[src/rtl/ntpd_pkg.sv]
package ntpd_pkg;

    // Widths of the datapath
    localparam int MAGW  = 33;          // magnitude of a 33-bit signed difference
    localparam int PRODW = 2 * MAGW;    // one multiplier product
    localparam int WIDEW = 98;          // numerator terms and denominator
    localparam int NUMW  = WIDEW + 16;  // numerator scaled by 2^16
    localparam int QW    = 34;          // quotient bits, bits beyond the 32-bit slope range flag overflow
    localparam int DSHW  = WIDEW + QW - 1;
    localparam int LVLW  = 7;
    localparam int QDEPTH = 2;

    typedef struct packed {
        logic signed [31:0] position;
        logic signed [31:0] sample_value;
        logic               column_start;
    } point_t;

    typedef struct packed {
        logic signed [31:0] slope;
        logic [LVLW-1:0]    level_index;
        logic               degenerate;
        logic               saturated;
    } result_t;

    // One classified window, handed from front to back
    typedef struct packed {
        logic [MAGW-1:0] m0;
        logic [MAGW-1:0] m1;
        logic [MAGW-1:0] ms;
        logic [MAGW-1:0] mya;
        logic [MAGW-1:0] myb;
        logic            na;
        logic            nb;
        logic            dneg;
        logic            degen;
        logic [LVLW-1:0] level_index;
    } job_t;

    function automatic logic [MAGW-1:0] mag33(input logic [MAGW-1:0] v);
        return v[MAGW-1] ? (~v + MAGW'(1)) : v;
    endfunction

endpackage

[src/rtl/ntpd_queue.sv]
module ntpd_queue
    import ntpd_pkg::*;
(
    input  logic clk,
    input  logic rst_n,
    input  logic wr,
    input  job_t wr_job,
    input  logic rd,
    output job_t rd_job,
    output logic empty,
    output logic full
);

    localparam int PW = $clog2(QDEPTH);

    job_t              slot_reg [QDEPTH];
    logic [PW-1:0]     wr_ptr_reg, rd_ptr_reg;
    logic [PW:0]       count_reg;
    logic              do_wr, do_rd;

    assign empty  = (count_reg == '0);
    assign full   = (count_reg == (PW + 1)'(QDEPTH));
    assign do_wr  = wr & ~full;
    assign do_rd  = rd & ~empty;
    assign rd_job = slot_reg[rd_ptr_reg];

    // Hold queued jobs
    always_ff @(posedge clk)
    begin
        if (do_wr)
        begin
            slot_reg[wr_ptr_reg] <= wr_job;
        end
    end

    // Advance pointers and fill count
    always_ff @(posedge clk or negedge rst_n)
    begin
        if (!rst_n)
        begin
            wr_ptr_reg <= '0;
            rd_ptr_reg <= '0;
            count_reg  <= '0;
        end
        else
        begin
            if (do_wr)
            begin
                wr_ptr_reg <= (wr_ptr_reg == PW'(QDEPTH - 1)) ? '0 : wr_ptr_reg + PW'(1);
            end
            if (do_rd)
            begin
                rd_ptr_reg <= (rd_ptr_reg == PW'(QDEPTH - 1)) ? '0 : rd_ptr_reg + PW'(1);
            end
            if (do_wr && !do_rd)
            begin
                count_reg <= count_reg + (PW + 1)'(1);
            end
            else if (do_rd && !do_wr)
            begin
                count_reg <= count_reg - (PW + 1)'(1);
            end
        end
    end

endmodule

[config.mk]
export PLATFORM = sky130hd
export DESIGN_NAME = ntpd_queue
export DESIGN_NICKNAME = d
export VERILOG_FILES = /design/src/rtl/ntpd_pkg.sv /design/src/rtl/ntpd_queue.sv
export SDC_FILE = /design/constraint.sdc
export NUM_CORES = 1
export LEC_CHECK = 0
export BUFFER_PORTS_ARGS = -buffer_cell sky130_fd_sc_hd__buf_4
export CAP_MARGIN = 10
export CORE_ASPECT_RATIO = 0.7
export CORE_MARGIN = 2
export CORE_UTILIZATION = 56
export CTS_CLUSTER_SIZE = 14
export DETAILED_ROUTE_END_ITERATION = 6
export GPL_TIMING_DRIVEN = 0
export PLACE_DENSITY = 0.95
export SETUP_SLACK_MARGIN = 0.2
export SYNTH_ARGS = -nofsm -noshare
export SYNTH_HDL_FRONTEND = slang
export SYNTH_SLANG_ARGS = --single-unit
[constraint.sdc]
create_clock -name clk -period 24.5 [get_ports clk]
set_input_delay 0 -clock clk [delete_from_list [all_inputs] [get_ports clk]]
set_output_delay 0 -clock clk [all_outputs]
set_load 0.05 [all_outputs]
# Yosys cells after proc, flatten, opt, wreduce, memory -nomap -nowiden
# Memory sizes are Yosys's and may differ from the RTL's.
# Index checks and enable logic that the tools add are counted.
[totals]
regBits = 4
ram_bits = 352
input_bits = 180
out_inout_bits = 178
word_cells = 25
n_memories = 1
[memory_table]
columns = ["memory", "depth", "word_bits", "read_ports", "rd_ports_with_merged_regs", "wr", "line", "rtl"]
rows = [
  ["slot_reg", 2, 176, 1, 0, 1, "ntpd_queue.sv:16", "job_t slot_reg [QDEPTH];"],
]
[classes]
addsub = 4
eq_ne = 1
n_mux = 6
n_bitwise = 4
n_reduce_logical = 6
[ops]
columns = ["cell", "n"]
rows = [
  ["1-bit 2-to-1 mux", 4],
  ["2-bit 2-to-1 mux", 2],
  ["1-bit adder, second input constant", 2],
  ["2-bit by 1-bit adder with 2-bit output, second input constant", 1],
  ["1-bit AND", 2],
  ["2-bit == test, second input constant", 1],
  ["1-bit logical AND", 2],
  ["1-bit logical NOT", 2],
  ["2-bit logical NOT", 1],
  ["1-bit inverter", 2],
  ["2-bit nonzero test", 1],
  ["2-bit by 1-bit subtractor with 2-bit output, second input constant", 1],
]

# Longest topological paths before layout
[logic_depth]
ltp_word = 7
mapped_depth = 7
mapped_depth_nobuf = 7

# Least setup slack after synthesis
# No wires, ideal clock.
[synth_path]
kind = "register -> register"
start = "reg count_reg[0]"
end = "mem slot_reg[0][0] (netlist name) (enable)"
setup_time_ps = 714
arrival_time_ps = 7945
t_required_ps = 23786
setup_slack_ps = 15841
path_stages_with_launch = 4
path_buffers = 0
synth_period_minus_slack_ps = 8659
cell_sequence = "dfrtp_1 > nand2b_1 > nand2_1 > nor2_1"
[synth_via]
elab_chain_len = 5
[synth_lines]
columns = ["element", "line", "rtl"]
rows = [
  ["start, declared", "ntpd_queue.sv:18", "logic [PW:0] count_reg;"],
  ["start signal, assigned", "ntpd_queue.sv:57", "count_reg <= count_reg + (PW + 1)'(1);"],
  ["start signal, assigned", "ntpd_queue.sv:61", "count_reg <= count_reg - (PW + 1)'(1);"],
  ["2-bit == test", "ntpd_queue.sv:22", "assign full = (count_reg == (PW + 1)'(QDEPTH));"],
  ["1-bit inverter", "ntpd_queue.sv:23", "assign do_wr = wr & ~full;"],
  ["1-bit AND", "ntpd_queue.sv:23", ""],
  ["1-bit 2-to-1 mux", "ntpd_queue.sv:30", "if (do_wr)"],
  ["1-bit 2-to-1 mux (not written as such)", "ntpd_queue.sv:32", "slot_reg[wr_ptr_reg] <= wr_job;"],
  ["end, declared", "ntpd_queue.sv:16", ""],
]
# Every way passes these cells.

# Worst setup path in the final report
[layout_path]
start = "reg count_reg[0]"
end = "mem slot_reg[0][38] (netlist name) (enable)"
# The elaborated chain is that of the path after synthesis.

==> run_results.csv <==
group,metric,value,unit
worst_setup_path,reg2reg_from,"count_reg[0]$_DFFE_PN0P_",
routing,drc,0,
yosys,seq_area_frac_synth,79.4,%
yosys,yosysMostFrequentCell,"edfxtp_1",
cells_and_area,areaGrowthSynthToFinish,45.3,%
clock_network,cts_inserted_buffers,34,
cells_and_area,fin_nets,1329,
hold_path,hold_end,"slot_reg[0][130]$_DFFE_PP_",
clock_network,htreeDepth,2,
timing,fin_crit_sh,9.37,%
hold_path,hp-class,"in -> reg",
power,vdd_ir_drop_max,0.0899,mV
worst_setup_path,reg2reg_to,"slot_reg[0][38]$_DFFE_PP_",
floorplanning,fp-row-count,47,
routing,vias_per_cell,5.38,
placement,post-dp-hpwl,20700,um
cells_and_area,largest_reg_flops,352,
routing,drt_wl_total,38200,um
timing,max_freq,0.436,GHz
clock_network,path_clk_slew,0.07,ns
flow_run,maxCapViolations,0,
worst_setup_path,end_kind,"flip-flop",
yosys,synth_enable_flop_cells,352,
worst_setup_path,r2r_setup_slack,22.20,ns
routing,wire_per_inst,25.7,um
yosys,synth_cell_types,15,
floorplanning,die_h,134,um
yosys,synth_flop_cell,"edfxtp_1",
worst_setup_path,worstSetupPathType,"reg -> reg",
placement,place.gp.congestion,0.765,
timing,hold_viol,0,
placement,io_buffer_count,357,
power,powerDensity,135,nW/um^2
clock_network,clock-root-buffer,"clkbuf_16",
global_routing,grt_first_pass_wirelength,55500,um
yosys,yosysTopAreaCellShare,78.7,%
clock_network,clk_path_buf_depth,3,
worst_setup_path,reg2reg_depth,6,
global_routing,grt_usage,30.1,%
outcome,status,"complete, no violations",
hold_path,hold_path.startpoint,"wr_job[130]",
worst_setup_path,critPathLaunchType,"flip-flop",
timing,setup_tns,0,ns
timing,final-max-slew-violation-count,0,
yosys,synth_top_area_cell,"edfxtp_1",
routing,vias,8007,
timing,post-route-min-period,2.30,ns
timing,rsz0062_at_grt,"false",
clock_network,post-cts-setup-buffer-count,0,
global_routing,grt_max_degree,70,
clock_network,cts_sinks,356,
floorplanning,die-area,25300,um^2
clock_network,cts_tree,"done",
timing,timing.hold.ws,0.234,ns
yosys,async_flop_share,1.12,%
timing,skew,0.0101,ns
timing,relSlewSlack,51.1,%
floorplanning,die_w,189,um
cells_and_area,num_antenna_cells,0,
yosys,ys_top_cells_by_area,"edfxtp_1, mux2_4, mux2_2, buf_6, dfrtp_1",
global_routing,overflow,0,
floorplanning,ios,358,
worst_setup_path,cp.required,24.68,ns
cells_and_area,drive_gt1_share,51.8,%
global_routing,antenna_found_initial,0,
yosys,post_synth.cell_area_avg,23.7,um^2
yosys,yosysWarnings,0,
yosys,synth_cells,567,
yosys,ys_ff_latch,356,
floorplanning,fp.coreArea,23600,um^2
yosys,syn-num-nets,748,
clock_network,clk_latency,0.50,ns
timing,setup_viol,0,
yosys,synth_commonest_cells,"edfxtp_1, mux2_4, mux2_2",
placement,dp_slack,22.27,ns
routing,antenna_left,0,
routing,first_iter_violations,625,
worst_setup_path,crit_path_max_fanout,31,
floorplanning,initial_core_util,57.0,%
worst_setup_path,critPathArrivalTime,2.48,ns
timing,finalWorstSetupSlack,22.20,ns
power,p_leak,7.78,nW
routing,drtPass1Iterations,5,
hold_path,hold_depth,2,
timing,worst_pin_slew,0.733,ns
yosys,synth_area,13400,um^2
global_routing,grt_pass1_vias,8759,
[kinds of logic (layout without fill, tap and decap cells)]
group | Yosys count | after routing | share of synthesized area (%)
flops | 356 | 356 | 79.4
mux | 176 | 176 | 18.4
simple gates | 6 | 6 | 0.205
compound gates | 1 | 1 | 0.0372
xor+xnor | 5 | 5 | 0.326
fa+ha+maj | 1 | 1 | 0.0931
buf+inv | 22 | 624 | 1.55
[cell usage in the layout, fill, tap and decap left out, drive strengths merged, types with 2 or more instances in the layout]
cell type	instances
buf	385
clkbuf	47
clkinv	10
dfrtp	4
dlygate4sd3	180
edfxtp	352
inv	2
mux2	176
nor2	3
xnor2	3
xor2	2
[layer usage]
metal | track usage, % | vias up | routed length, um
met4 | 8.64 | 0 | 1010
li1 | - | 3412 | -
met3 | 8.11 | 77 | 3340
met2 | 55.9 | 467 | 20500
met1 | 34.2 | 4051 | 13400
met5 | 0 | - | 0
[where the power goes]
part	switching [W]	internal (W)	total (W)	leakage, nW
logic	0.000805	0.000450	0.00125	3.96
registers	0.0000469	0.000833	0.000880	3.32
clock network	0.000219	0.000274	0.000493	0.495
total	0.00107	0.00156	0.00263	7.78
[stage by stage]
stage	cell area (um^2)	std cells	power [W]	util [%]
global placement	16500	1242	0.00208	70.0
finish	19500	1487	0.00263	82.8
floorplan	13400	567	0.00177	-
CTS	19500	1487	0.00260	82.8
global route	19500	1487	0.00270	82.8
detailed placement	16700	1250	0.00208	70.9
[how the worst max path moves through the flow]
| stage | slack, ns | depth (start not counted) | start | to |
|---|---|---|---|---|
| final | 22.20 | 6 | count_reg[0]$_DFFE_PN0P_ | slot_reg[0][38]$_DFFE_PP_ |
| after global placement | 12.25 | 3 | count_reg[0]$_DFFE_PN0P_ | slot_reg[0][108]$_DFFE_PP_ |
| after global routing | 22.06 | 6 | count_reg[0]$_DFFE_PN0P_ | slot_reg[0][38]$_DFFE_PP_ |
| after CTS | 22.23 | 6 | count_reg[0]$_DFFE_PN0P_ | slot_reg[0][37]$_DFFE_PP_ |
| after detailed placement | 22.27 | 6 | count_reg[0]$_DFFE_PN0P_ | slot_reg[0][108]$_DFFE_PP_ |
| after floorplan | 15.84 | 3 | count_reg[0]$_DFFE_PN0P_ | slot_reg[0][0]$_DFFE_PP_ |
[critical path, cell delays in order, from the launching register on]
cell and delay (ns):
dfrtp_1 0.44, nand2b_1 0.20, nand2_1 0.16, nor2_4 0.44, buf_16 0.25, buf_12 0.23
buf_12 0.24
[final cells by class]
cell class | count | area [um^2]
well taps | 318 | 398
flip-flops and latches | 356 | 10700
multi-input cells | 189 | 2570
clock buffers | 47 | 963
fillers | 1016 | 4060
clock inverters | 10 | 43.8
inverters | 2 | 7.51
plain buffers | 20 | 200
repair buffers | 545 | 4670
[timing repair]
action                    CTS  global route
hold buffers              180             0
hold endpoints to repair  358             0
resized for setup           0             0
Power figures use the tool's default switching activity.
